<file path="src/xcr_pkg.sv">
package xcr_pkg;

    // Framing characters
    localparam logic [7:0] CH_SOH  = 8'h01;
    localparam logic [7:0] CH_STX  = 8'h02;
    localparam logic [7:0] CH_EOT  = 8'h04;
    localparam logic [7:0] CH_ACK  = 8'h06;
    localparam logic [7:0] CH_CAN  = 8'h18;
    localparam logic [7:0] CH_POLL = 8'h43;

    // Request kinds on the input channel
    localparam logic OP_BYTE = 1'b0;
    localparam logic OP_POLL = 1'b1;

    // Final status codes
    localparam logic [1:0] ST_SUCCESS   = 2'd0;
    localparam logic [1:0] ST_BLK_FAIL  = 2'd1;
    localparam logic [1:0] ST_CANCELLED = 2'd2;
    localparam logic [1:0] ST_1K_BLOCK  = 2'd3;

    // Error flag bits
    localparam logic [2:0] FL_COMP = 3'b001;
    localparam logic [2:0] FL_SEQ  = 3'b010;
    localparam logic [2:0] FL_CRC  = 3'b100;

    // Field widths
    localparam int IDX_W = 7;

    localparam logic [15:0] CRC_POLY = 16'h1021;

    typedef enum logic [2:0] {
        PH_WAIT_FIRST = 3'd0,
        PH_CMD        = 3'd1,
        PH_BLKNUM     = 3'd2,
        PH_BLKCOMP    = 3'd3,
        PH_DATA       = 3'd4,
        PH_CRCHI      = 3'd5,
        PH_CRCLO      = 3'd6,
        PH_DONE       = 3'd7
    } t_phase;

    // CRC-16, MSB first, one byte per call
    function automatic logic [15:0] crc_byte(input logic [15:0] crc, input logic [7:0] b);
        logic [15:0] c;
        c = crc ^ {b, 8'h00};
        for (int i = 0; i < 8; i++) begin
            if (c[15]) begin
                c = {c[14:0], 1'b0} ^ CRC_POLY;
            end else begin
                c = {c[14:0], 1'b0};
            end
        end
        return c;
    endfunction

endpackage

</file>
<file path="src/xmodem_crc_receiver_unit.sv">
// XMODEM-CRC receiver for 128-byte blocks. Each input request is either a
// byte from the sender (tuser 0) or a poll tick (tuser 1); polls make the
// block answer 'C' only until the first command arrives. Data bytes of each
// block stream out as they arrive, with their index in the block; after the
// CRC low byte the block answers ACK, or CAN with error flags and ends the
// transfer. EOT, CAN or STX as a command end the transfer; once ended, all
// requests are swallowed until reset. Header and CRC high bytes give no result.
// Throughput is one request per clock while the output is not stalled: the
// request lands in an input register, and the framing update together with
// a byte-wide CRC-16 step then fills the result register.
module xmodem_crc_receiver_unit #(
    parameter int BLOCK_BYTES = 128
) (
    input  logic        i_clk,
    input  logic        i_rst_n,
    input  logic        s_axis_tvalid,
    output logic        s_axis_tready,
    input  logic [7:0]  s_axis_tdata,   // [7:0] rx_byte
    input  logic [0:0]  s_axis_tuser,   // [0] op
    output logic        m_axis_tvalid,
    input  logic        m_axis_tready,
    // [7:0] tx_byte, [15:8] payload_byte, [22:16] payload_index,
    // [24:23] status, [27:25] error_flags, [31:28] zero
    output logic [31:0] m_axis_tdata,
    // [0] tx_valid, [1] payload_valid, [2] done_res
    output logic [2:0]  m_axis_tuser
);

    localparam int POS_W = $clog2(BLOCK_BYTES);
    localparam logic [POS_W-1:0] POS_LAST = POS_W'(BLOCK_BYTES - 1);

    // Input register
    logic       r_in_valid;
    logic       r_in_op;
    logic [7:0] r_in_byte;

    // Framing state
    xcr_pkg::t_phase   r_phase, n_phase;
    logic [7:0]        r_expected, n_expected;
    logic [POS_W-1:0]  r_pos, n_pos;
    logic [15:0]       r_crc, n_crc;
    logic [7:0]        r_blk_seen, n_blk_seen;
    logic [7:0]        r_crc_hi, n_crc_hi;
    logic [2:0]        r_fault, n_fault;

    // Result register
    logic                     r_out_valid;
    logic                     r_tx_valid, r_pay_valid, r_done;
    logic [7:0]               r_tx_byte, r_pay_byte;
    logic [xcr_pkg::IDX_W-1:0] r_pay_idx;
    logic [1:0]               r_status;
    logic [2:0]               r_flags;

    // Result of the current step
    logic                     res_valid;
    logic                     res_tx_valid, res_pay_valid, res_done;
    logic [7:0]               res_tx_byte, res_pay_byte;
    logic [xcr_pkg::IDX_W-1:0] res_pay_idx;
    logic [1:0]               res_status;
    logic [2:0]               res_flags;

    logic out_free;
    logic step;
    logic [15:0] crc_next;
    logic [2:0]  flags_lo;

    assign out_free      = !r_out_valid || m_axis_tready;
    assign step          = r_in_valid && out_free;
    assign s_axis_tready = !r_in_valid || out_free;

    assign crc_next = xcr_pkg::crc_byte(r_crc, r_in_byte);
    assign flags_lo = r_fault | (({r_crc_hi, r_in_byte} != r_crc) ? xcr_pkg::FL_CRC : 3'b000);

    // Input register
    always_ff @(posedge i_clk) begin
        if (!i_rst_n) begin
            r_in_valid <= 1'b0;
        end else if (s_axis_tready) begin
            r_in_valid <= s_axis_tvalid;
        end
        if (s_axis_tready && s_axis_tvalid) begin
            r_in_op   <= s_axis_tuser[0];
            r_in_byte <= s_axis_tdata;
        end
    end

    // Next state
    always_comb begin
        n_phase    = r_phase;
        n_expected = r_expected;
        n_pos      = r_pos;
        n_crc      = r_crc;
        n_blk_seen = r_blk_seen;
        n_crc_hi   = r_crc_hi;
        n_fault    = r_fault;
        if (r_in_op == xcr_pkg::OP_BYTE) begin
            case (r_phase)
                xcr_pkg::PH_WAIT_FIRST, xcr_pkg::PH_CMD: begin
                    if (r_in_byte == xcr_pkg::CH_SOH) begin
                        n_phase = xcr_pkg::PH_BLKNUM;
                        n_pos   = '0;
                        n_crc   = '0;
                        n_fault = '0;
                    end else if (r_in_byte == xcr_pkg::CH_EOT || r_in_byte == xcr_pkg::CH_CAN
                                 || r_in_byte == xcr_pkg::CH_STX) begin
                        n_phase = xcr_pkg::PH_DONE;
                    end
                end
                xcr_pkg::PH_BLKNUM: begin
                    n_blk_seen = r_in_byte;
                    n_phase    = xcr_pkg::PH_BLKCOMP;
                end
                xcr_pkg::PH_BLKCOMP: begin
                    if (r_blk_seen != ~r_in_byte) begin
                        n_fault = n_fault | xcr_pkg::FL_COMP;
                    end
                    if (r_blk_seen != r_expected) begin
                        n_fault = n_fault | xcr_pkg::FL_SEQ;
                    end
                    n_pos   = '0;
                    n_phase = xcr_pkg::PH_DATA;
                end
                xcr_pkg::PH_DATA: begin
                    n_crc = crc_next;
                    n_pos = r_pos + 1'b1;
                    if (r_pos == POS_LAST) begin
                        n_phase = xcr_pkg::PH_CRCHI;
                    end
                end
                xcr_pkg::PH_CRCHI: begin
                    n_crc_hi = r_in_byte;
                    n_phase  = xcr_pkg::PH_CRCLO;
                end
                xcr_pkg::PH_CRCLO: begin
                    n_fault = flags_lo;
                    if (flags_lo != 3'b000) begin
                        n_phase = xcr_pkg::PH_DONE;
                    end else begin
                        n_expected = r_expected + 8'd1;
                        n_phase    = xcr_pkg::PH_CMD;
                    end
                end
                default: begin
                    n_phase = r_phase;
                end
            endcase
        end
    end

    // Step outputs
    always_comb begin
        res_valid     = 1'b0;
        res_tx_valid  = 1'b0;
        res_tx_byte   = 8'h00;
        res_pay_valid = 1'b0;
        res_pay_byte  = 8'h00;
        res_pay_idx   = '0;
        res_done      = 1'b0;
        res_status    = xcr_pkg::ST_SUCCESS;
        res_flags     = 3'b000;
        if (r_in_op == xcr_pkg::OP_POLL) begin
            if (r_phase == xcr_pkg::PH_WAIT_FIRST) begin
                res_valid    = 1'b1;
                res_tx_valid = 1'b1;
                res_tx_byte  = xcr_pkg::CH_POLL;
            end
        end else begin
            case (r_phase)
                xcr_pkg::PH_WAIT_FIRST, xcr_pkg::PH_CMD: begin
                    if (r_in_byte == xcr_pkg::CH_EOT) begin
                        res_valid    = 1'b1;
                        res_tx_valid = 1'b1;
                        res_tx_byte  = xcr_pkg::CH_ACK;
                        res_done     = 1'b1;
                        res_status   = xcr_pkg::ST_SUCCESS;
                    end else if (r_in_byte == xcr_pkg::CH_CAN) begin
                        res_valid  = 1'b1;
                        res_done   = 1'b1;
                        res_status = xcr_pkg::ST_CANCELLED;
                    end else if (r_in_byte == xcr_pkg::CH_STX) begin
                        res_valid  = 1'b1;
                        res_done   = 1'b1;
                        res_status = xcr_pkg::ST_1K_BLOCK;
                    end
                end
                xcr_pkg::PH_DATA: begin
                    res_valid     = 1'b1;
                    res_pay_valid = 1'b1;
                    res_pay_byte  = r_in_byte;
                    res_pay_idx   = r_pos[xcr_pkg::IDX_W-1:0];
                end
                xcr_pkg::PH_CRCLO: begin
                    res_valid    = 1'b1;
                    res_tx_valid = 1'b1;
                    if (flags_lo != 3'b000) begin
                        res_tx_byte = xcr_pkg::CH_CAN;
                        res_done    = 1'b1;
                        res_status  = xcr_pkg::ST_BLK_FAIL;
                        res_flags   = flags_lo;
                    end else begin
                        res_tx_byte = xcr_pkg::CH_ACK;
                    end
                end
                default: begin
                    res_valid = 1'b0;
                end
            endcase
        end
    end

    // State registers, advanced once per request
    always_ff @(posedge i_clk) begin
        if (!i_rst_n) begin
            r_phase    <= xcr_pkg::PH_WAIT_FIRST;
            r_expected <= 8'd1;
            r_pos      <= '0;
            r_crc      <= '0;
            r_blk_seen <= '0;
            r_crc_hi   <= '0;
            r_fault    <= '0;
        end else if (step && r_phase != xcr_pkg::PH_DONE) begin
            r_phase    <= n_phase;
            r_expected <= n_expected;
            r_pos      <= n_pos;
            r_crc      <= n_crc;
            r_blk_seen <= n_blk_seen;
            r_crc_hi   <= n_crc_hi;
            r_fault    <= n_fault;
        end
    end

    // Result register
    always_ff @(posedge i_clk) begin
        if (!i_rst_n) begin
            r_out_valid <= 1'b0;
        end else if (out_free) begin
            r_out_valid <= step && res_valid && (r_phase != xcr_pkg::PH_DONE);
        end
        if (out_free) begin
            r_tx_valid  <= res_tx_valid;
            r_tx_byte   <= res_tx_byte;
            r_pay_valid <= res_pay_valid;
            r_pay_byte  <= res_pay_byte;
            r_pay_idx   <= res_pay_idx;
            r_done      <= res_done;
            r_status    <= res_status;
            r_flags     <= res_flags;
        end
    end

    assign m_axis_tvalid = r_out_valid;
    assign m_axis_tdata  = {4'b0000, r_flags, r_status, r_pay_idx, r_pay_byte, r_tx_byte};
    assign m_axis_tuser  = {r_done, r_pay_valid, r_tx_valid};

endmodule
</file>
<file path="config.mk">
export PLATFORM = sky130hd
export DESIGN_NAME = xmodem_crc_receiver_unit
export DESIGN_NICKNAME = d
export VERILOG_FILES = /design/src/xcr_pkg.sv /design/src/xmodem_crc_receiver_unit.sv
export SDC_FILE = /design/constraint.sdc
export NUM_CORES = 1
export LEC_CHECK = 0
export ABC_AREA = 1
export BUFFER_PORTS_ARGS = -buffer_cell sky130_fd_sc_hd__buf_4
export CORE_MARGIN = 2
export CORE_UTILIZATION = 53
export DETAILED_ROUTE_END_ITERATION = 7
export PLACE_DENSITY = 0.84
export SETUP_SLACK_MARGIN = 0.05
export SYNTH_ARGS = -nofsm -noshare
export SYNTH_HDL_FRONTEND = slang
export SYNTH_SLANG_ARGS = --single-unit
</file>
<file path="constraint.sdc">
create_clock -name i_clk -period 2.3 [get_ports i_clk]
set_clock_uncertainty 0.1 [all_clocks]
set_input_delay 0.23 -clock i_clk [delete_from_list [all_inputs] [get_ports i_clk]]
set_output_delay 0.23 -clock i_clk [all_outputs]
set_load 0.02 [all_outputs]
</file>
==> run metrics, run 1 <==
Diodes inserted=0; Critical Path AT=approximately 2.1 ns; endpoints failing setup=0; met1 Use GR=0.305; Skew-Pair Late Insertion Delay=0.37 ns; top cell type's share of synthesized area=0.235; number of synthesized flops with an enable pin=36; share of synthesized area spent on multiplexers=0; multi-input logic area=approximately 0.0020 mm^2; Fin Setup TNS=0 ns; clk buf depth=2; Cell variety after synth=38; CTS sink count=91; Remaining DRCs=0; largest area contributor in the netlist=dfxtp_1; Compound-Gate Fraction of Synth Area=0.128; antenna violations before repair=0; register area=0.00218 mm^2; area grow syn2layout=12.8%; fin crit share=0.890; peak supply drop=0.344 mV; top cells by area, synth=dfxtp_1 23%, edfxtp_1 23%, nand2_1 7.8%, a21oi_1 6.2%, xnor2_1 5.6%; DR WL/cell=14.8 um; vias in the first global route=3701; TritonCTS clock tree=yes; Fin. Hold Viols=0; die area=0.00961 mm^2; TritonCTS buffer count=9; post-synthesis xor/xnor area fraction=0.0766; largest net degree at the start of global routing=34; Critical Path Source Type=flip-flop; GRT overflow=0; Die Wd=98.0 um; most frequent cells in the layout=96 x nand2_1, 65 x inv_1, 58 x a21oi_1, 55 x dfxtp_1, 50 x buf_4; first-pass GRT wire length=roughly 18 mm; FMAX=489 MHz; commonest non-fill, non-tap cell in the layout=nand2_1; grt peak-use layer=met2; slew margin rel.=0.449; routability cong.=0.947; Clock transition at path regs=0.10 ns; Slew @ Worst Pin=0.826 ns; WP data required=2.34 ns; clk root buf=clkbuf_8; Fillers=740; number of synthesis warnings=0; Setup CP Type=reg -> reg; kind of end point of the critical path=flip-flop; Seq cells post-synth=91; ys async rst share=0; LEAKAGE=about 0.0022 uW; H-tree levels=3; GR Util met3=0.0394; largest family of logic cells by synthesized area=simple AND/OR/NAND/NOR gates; post-synthesis adder-cell area fraction=0.00534; grt met2 use=0.378; ANT nets after route=0; worst setup margin=0.254 ns; max-slew violations=0; count of input and output buffers=43; crit-path max FO=8; Seq/Total Area, Yosys=0.466; pre-CTS setup slack=around 0.22 ns; number of I/O pins=50; DP HPWL=7.80 mm; outcome=complete, no violations; max-cap violations=0; routed vias/inst=5.50; final wirelength=10.7 mm; initial DRC count=452; Starting Density=0.543; Post-Synthesis Cells=564; drt first pass iters=8; syn avg cell area=8.31 um^2; All-Layer GR Usage=0.231; Worst Hold Class=in -> reg; final worst path period need=2.05 ns; Simple-Gate Fraction of Synth Area=0.220; row count=34; Layout Nets=625; Die Y=just under 100 um; core footprint=0.00864 mm^2; Min Hold Slack=between 0.03 and 0.04 ns; Post-Syn Area=0.00469 mm^2; Power Density=560 mW/mm^2; Main synth FF type=dfxtp_1; unrepaired setup endpoints after global routing=false; share of layout cells above drive strength 1=0.182; via count=roughly 4000
worst max-delay path, stage by stage (launching register included):
cell and delay [ns]:
edfxtp_1 0.50, inv_2 0.21, nor2_1 0.07, nor2_2 0.12, nand2_1 0.07, nor2_2 0.19
nand3_4 0.14, o21bai_2 0.23, inv_1 0.07, nand2_1 0.09, nor2_1 0.05
state kept, by name, indices dropped and copies added (netlist names), 4 cells and up:
name        count
r_blk_seen      8
r_crc          16
r_crc_hi        8
r_expected      8
r_in_byte       8
r_pay_byte      8
r_pay_idx       7
r_pos           7
r_tx_byte       4
worst paths after layout:
check / from / to / slack (ns) / cells after the start
min: s_axis_tvalid / r_in_valid$_SDFFE_PN0N_ / 0.03 / 3
min reg2reg: r_fault[0]$_SDFFE_PN0P_ / r_fault[0]$_SDFFE_PN0P_ / 0.38 / 2
max: r_in_byte[0]$_DFFE_PP_ / r_flags[0]$_SDFFCE_PP0P_ / 0.25 / 10
max reg2reg: r_in_byte[0]$_DFFE_PP_ / r_flags[0]$_SDFFCE_PP0P_ / 0.25 / 10
metal layers:
metal	vias to the layer above	routed length, um
li1	1919	-
met1	1852	4540
met2	172	5190
met3	30	714
met4	0	289
met5	-	0
timing repair:
action,4_1_cts,5_1_grt
hold buffers,9,0
endpoints found under the setup margin,0,6
buffers inserted,0,2
resized for setup,0,2
endpoints found under the hold margin,9,0
synth_stat cells, types with 3 or more instances:
library cell and instances:
nor2_2 11, nor2_1 45, o21ai_0 37, nand3_1 24, a211oi_2 5, buf_2 4
inv_1 67, nand2_1 97, nand2_2 3, inv_2 10, dfxtp_1 55, o21ai_1 3
a21oi_1 58, buf_4 13, buf_6 3, nand4_1 16, clkbuf_1 8, xnor2_1 30
edfxtp_1 36, xor2_1 11, nor3_1 5
per-stage QoR:
stage | util | area (um^2) | total power [uW] | cells
CTS | 0.610 | 5270 | 2960 | 721
detailed placement | 0.580 | 5010 | 1970 | 696
floorplan | - | 4710 | 1910 | 569
global placement | 0.580 | 5010 | 1970 | 696
global route | 0.612 | 5280 | 3060 | 723
finish | 0.612 | 5280 | 2960 | 723
report_power, final:
group	switching (uW)	total [uW]	internal, uW
combinational	148	234	86.2
clock	607	1010	400
sequential	23.0	1720	1700
area by class of cell:
cell class,instances,area share
Timing Repair Buffer,59,0.0881
Multi-Input combinational cell,372,0.386
Inverter,77,0.0547
Sequential cell,91,0.413
Tap cell,108,0.0256
Clock buffer,9,0.0234
Clock inverter,7,0.00924
logic make-up (layout without fill, tap and decap cells):
| family | Yosys count | after routing |
|---|---|---|
| compound gates | 108 | 108 |
| xor+xnor | 41 | 41 |
| fa+ha+maj | 2 | 2 |
| buf+inv | 106 | 152 |
| flops | 91 | 91 |
| other cells | 1 | 6 |
| simple gates | 215 | 215 |
Note: power is estimated with default switching activity, not from simulation.
==> inputs of run 2 (changes only) <==
ABC_AREA = default   (was 1)
==> run metrics, run 2 <==
outcome=complete, no violations (unchanged); count of input and output buffers=43 (unchanged); syn avg cell area=10.0 um^2 (was 8.31 um^2); Power Density=559 mW/mm^2 (was 560 mW/mm^2); Die Y=97.3 um (was 98.0 um); CP top delay family=simple AND/OR/NAND/NOR gates (unchanged); Simple-Gate Fraction of Synth Area=0.242 (was 0.220); routability cong.=0.913 (was 0.947); core footprint=0.00859 mm^2 (was 0.00864 mm^2); unrepaired setup endpoints after global routing=true (was false); Die Wd=97.3 um (was 98.0 um); DP HPWL=7.45 mm (was 7.80 mm); Skew-Pair Late Insertion Delay=0.38 ns (was 0.37 ns); Largest Register=r_crc (unchanged); final wirelength=11.8 mm (was 10.7 mm); Cell Chain, Critical Path=or4b_4, a31o_4, a31oi_4, nand2_2, and3_1, a41o_1 (was inv_2, nor2_1, nor2_2, nand2_1, nor2_2, nand3_4, o21bai_2, inv_1, nand2_1, nor2_1); number of synthesized flops with an enable pin=36 (unchanged); initial DRC count=351 (was 452); largest net degree at the start of global routing=50 (was 34); kind of end point of the critical path=flip-flop (unchanged); ys async rst share=0 (unchanged); endpoints failing setup=0 (unchanged); Reg power frac=0.549 (was 0.581); Fin Setup TNS=0 ns (unchanged); WP buf/inv=0 (was 2); Fin. Hold Viols=0 (unchanged); Worst Hold Class=in -> reg (unchanged); CP peak stage delay=0.60 ns (was 0.50 ns); Largest register FFs=16 (unchanged); TritonCTS buffer count=9 (unchanged); CTS sink count=91 (unchanged); Post-Synthesis Cells=459 (was 564); final worst path period need=2.29 ns (was 2.05 ns); Compound-Gate Fraction of Synth Area=0.0784 (was 0.128); fin crit share=0.998 (was 0.890); most frequent cells in the layout=69 x buf_4, 55 x dfxtp_1, 41 x nor2b_1, 36 x edfxtp_1, 32 x xor2_1 (was 96 x nand2_1, 65 x inv_1, 58 x a21oi_1, 55 x dfxtp_1, 50 x buf_4); Diodes inserted=0 (unchanged); clk buf depth=2 (unchanged); Cell variety after synth=60 (was 38); top cells by area, synth=dfxtp_1 24%, edfxtp_1 23%, xor2_1 6.3%, nor2b_1 5.7%, xnor2_1 4.6% (was dfxtp_1 23%, edfxtp_1 23%, nand2_1 7.8%, a21oi_1 6.2%, xnor2_1 5.6%); post-route insts no fill=635 (was 723); H-tree levels=3 (unchanged); slew margin rel.=0.641 (was 0.449); Critical Path Source Type=flip-flop (unchanged); post-synthesis adder-cell area fraction=0.00543 (was 0.00534); largest family of logic cells by synthesized area=simple AND/OR/NAND/NOR gates (unchanged); Setup CP Type=reg -> reg (unchanged); max-slew violations=0 (unchanged); drt first pass iters=6 (was 8); die area=0.00946 mm^2 (was 0.00961 mm^2); TritonCTS clock tree=yes (unchanged); vias in the first global route=3647 (was 3701); clk root buf=clkbuf_8 (unchanged); critical path's slowest cell=or4b_4 (was edfxtp_1); All-Layer GR Usage=0.240 (was 0.231); routed vias/inst=5.90 (was 5.50); share of layout cells above drive strength 1=0.231 (was 0.182); WP data required=2.47 ns (was 2.34 ns); number of I/O pins=50 (unchanged); FMAX=436 MHz (was 489 MHz); clock share of power=0.363 (was 0.340); Fillers=607 (was 740); ANT nets after route=0 (unchanged); largest area contributor in the netlist=dfxtp_1 (unchanged); Remaining DRCs=0 (unchanged); Clock transition at path regs=0.10 ns (about the same); Critical Path AT=2.47 ns (was 2.09 ns); DR WL/cell=18.5 um (was 14.8 um); via count=3744 (was 3973); most frequent cell after synthesis=dfxtp_1 (was nand2_1); crit-path max FO=7 (was 8); Slew @ Worst Pin=0.537 ns (was 0.826 ns); GRT overflow=0 (unchanged); first-pass GRT wire length=18.1 mm (was 17.9 mm); Layout Nets=537 (was 625); peak supply drop=0.338 mV (was 0.344 mV); Commonest cells post-synth=55 x dfxtp_1, 42 x nor2b_1, 36 x edfxtp_1, 33 x xor2_1, 28 x nor2_1 (was 97 x nand2_1, 67 x inv_1, 58 x a21oi_1, 55 x dfxtp_1, 45 x nor2_1); combinational power share=0.087 (was 0.079); Starting Density=0.537 (was 0.543); Post-Syn Area=0.00461 mm^2 (was 0.00469 mm^2); Seq cells post-synth=91 (unchanged); P_int=2330 uW (was 2180 uW); top cell type's share of synthesized area=0.239 (was 0.235); sw power=793 uW (was 778 uW); max-cap violations=0 (unchanged); sw frac=0.254 (was 0.263); area grow syn2layout=21.2% (was 12.8%); antenna violations before repair=0 (unchanged); row count=34 (unchanged); Main synth FF type=dfxtp_1 (unchanged); Seq/Total Area, Yosys=0.473 (was 0.466); commonest non-fill, non-tap cell in the layout=buf_4 (was nand2_1); number of synthesis warnings=0 (unchanged); placed cells=601 (was 696); LEAKAGE=0.00216 uW (was 0.00218 uW); share of synthesized area spent on multiplexers=0.0434 (was 0); post-synthesis xor/xnor area fraction=0.108 (was 0.0766)
==> run 2: metrics by stage <==
step                      instance area, um^2  hold WS (ns)  worst slack (ns)   util  power [uW]
after global placement                   5060         0.309             0.130  0.589        1970
final                                    5590         0.130           0.00530  0.650        3120
after detailed placement                 5060         0.310          -0.00801  0.589        1980
after CTS                                5390         0.143            0.0385  0.627        3090
after floorplan                          4640         0.229            0.0533      -        1910
after global routing                     5590         0.155           -0.0459  0.650        3210
==> run 2: per-layer routing <==
layer	track usage	up-vias	part of all wire
li1	-	1706	-
met1	0.287	1801	0.39
met2	0.402	188	0.50
met3	0.0518	49	0.067
met4	0.132	0	0.046
met5	0	-	0
==> run 2: power by group through the flow <==
stage          Combinational [uW]  Sequential, uW  Clock [uW]
2_1_floorplan                 155            1760           0
3_3_place_gp                  225            1750           0
3_5_place_dp                  228            1750           0
4_1_cts                       247            1710        1130
5_1_grt                       287            1720        1200
6_report                      273            1720        1130
==> run 2: repair_timing <==
item	4_1_cts	5_1_grt
hold buffers	10	0
pin swaps	0	14
endpoints found under the setup margin	3	47
hold endpoints to repair	10	0
gates resized for setup	3	29
buffers inserted	2	6
==> run 2: final timing paths <==
| check | start | to | slack (ns) | cells after the start |
|---|---|---|---|---|
| max reg2reg | r_in_byte[3]$_DFFE_PP_ | r_phase[2]$_SDFFE_PN0P_ | 0.005 | 6 |
| min | m_axis_tready | r_in_valid$_SDFFE_PN0N_ | 0.13 | 4 |
| min reg2reg | r_fault[0]$_SDFFE_PN0P_ | r_fault[0]$_SDFFE_PN0P_ | 0.40 | 2 |
| max | r_in_byte[3]$_DFFE_PP_ | r_phase[2]$_SDFFE_PN0P_ | 0.005 | 6 |
==> run 2: cells by family after synthesis <==
| logic type | Yosys count |
|---|---|
| adder cells (fa/ha/maj) | 2 |
| AO/OA/AOI/OAI | 55 |
| other | 1 |
| flip-flops | 91 |
| XOR/XNOR | 57 |
| multiplexers | 20 |
| AND/OR/NAND/NOR | 193 |
| buffers and inverters | 40 |
==> run 2: cell type report <==
class / instances / area (um^2) / share of cell area
Multi-Input combinational cell: 333 / 2380 / 0.426
Tap cell: 108 / 135 / 0.0242
Clock inverter: 7 / 75.1 / 0.0134
Clock buffer: 9 / 124 / 0.0222
Timing Repair Buffer: 83 / 672 / 0.120
Inverter: 4 / 18.8 / 0.00336
Sequential cell: 91 / 2180 / 0.391
==> run 2: worst min-delay path, stage by stage <==
cell and delay (ns):
buf_4 0.08, nor2b_2 0.05, a21oi_1 0.15, nor2b_1 0.05
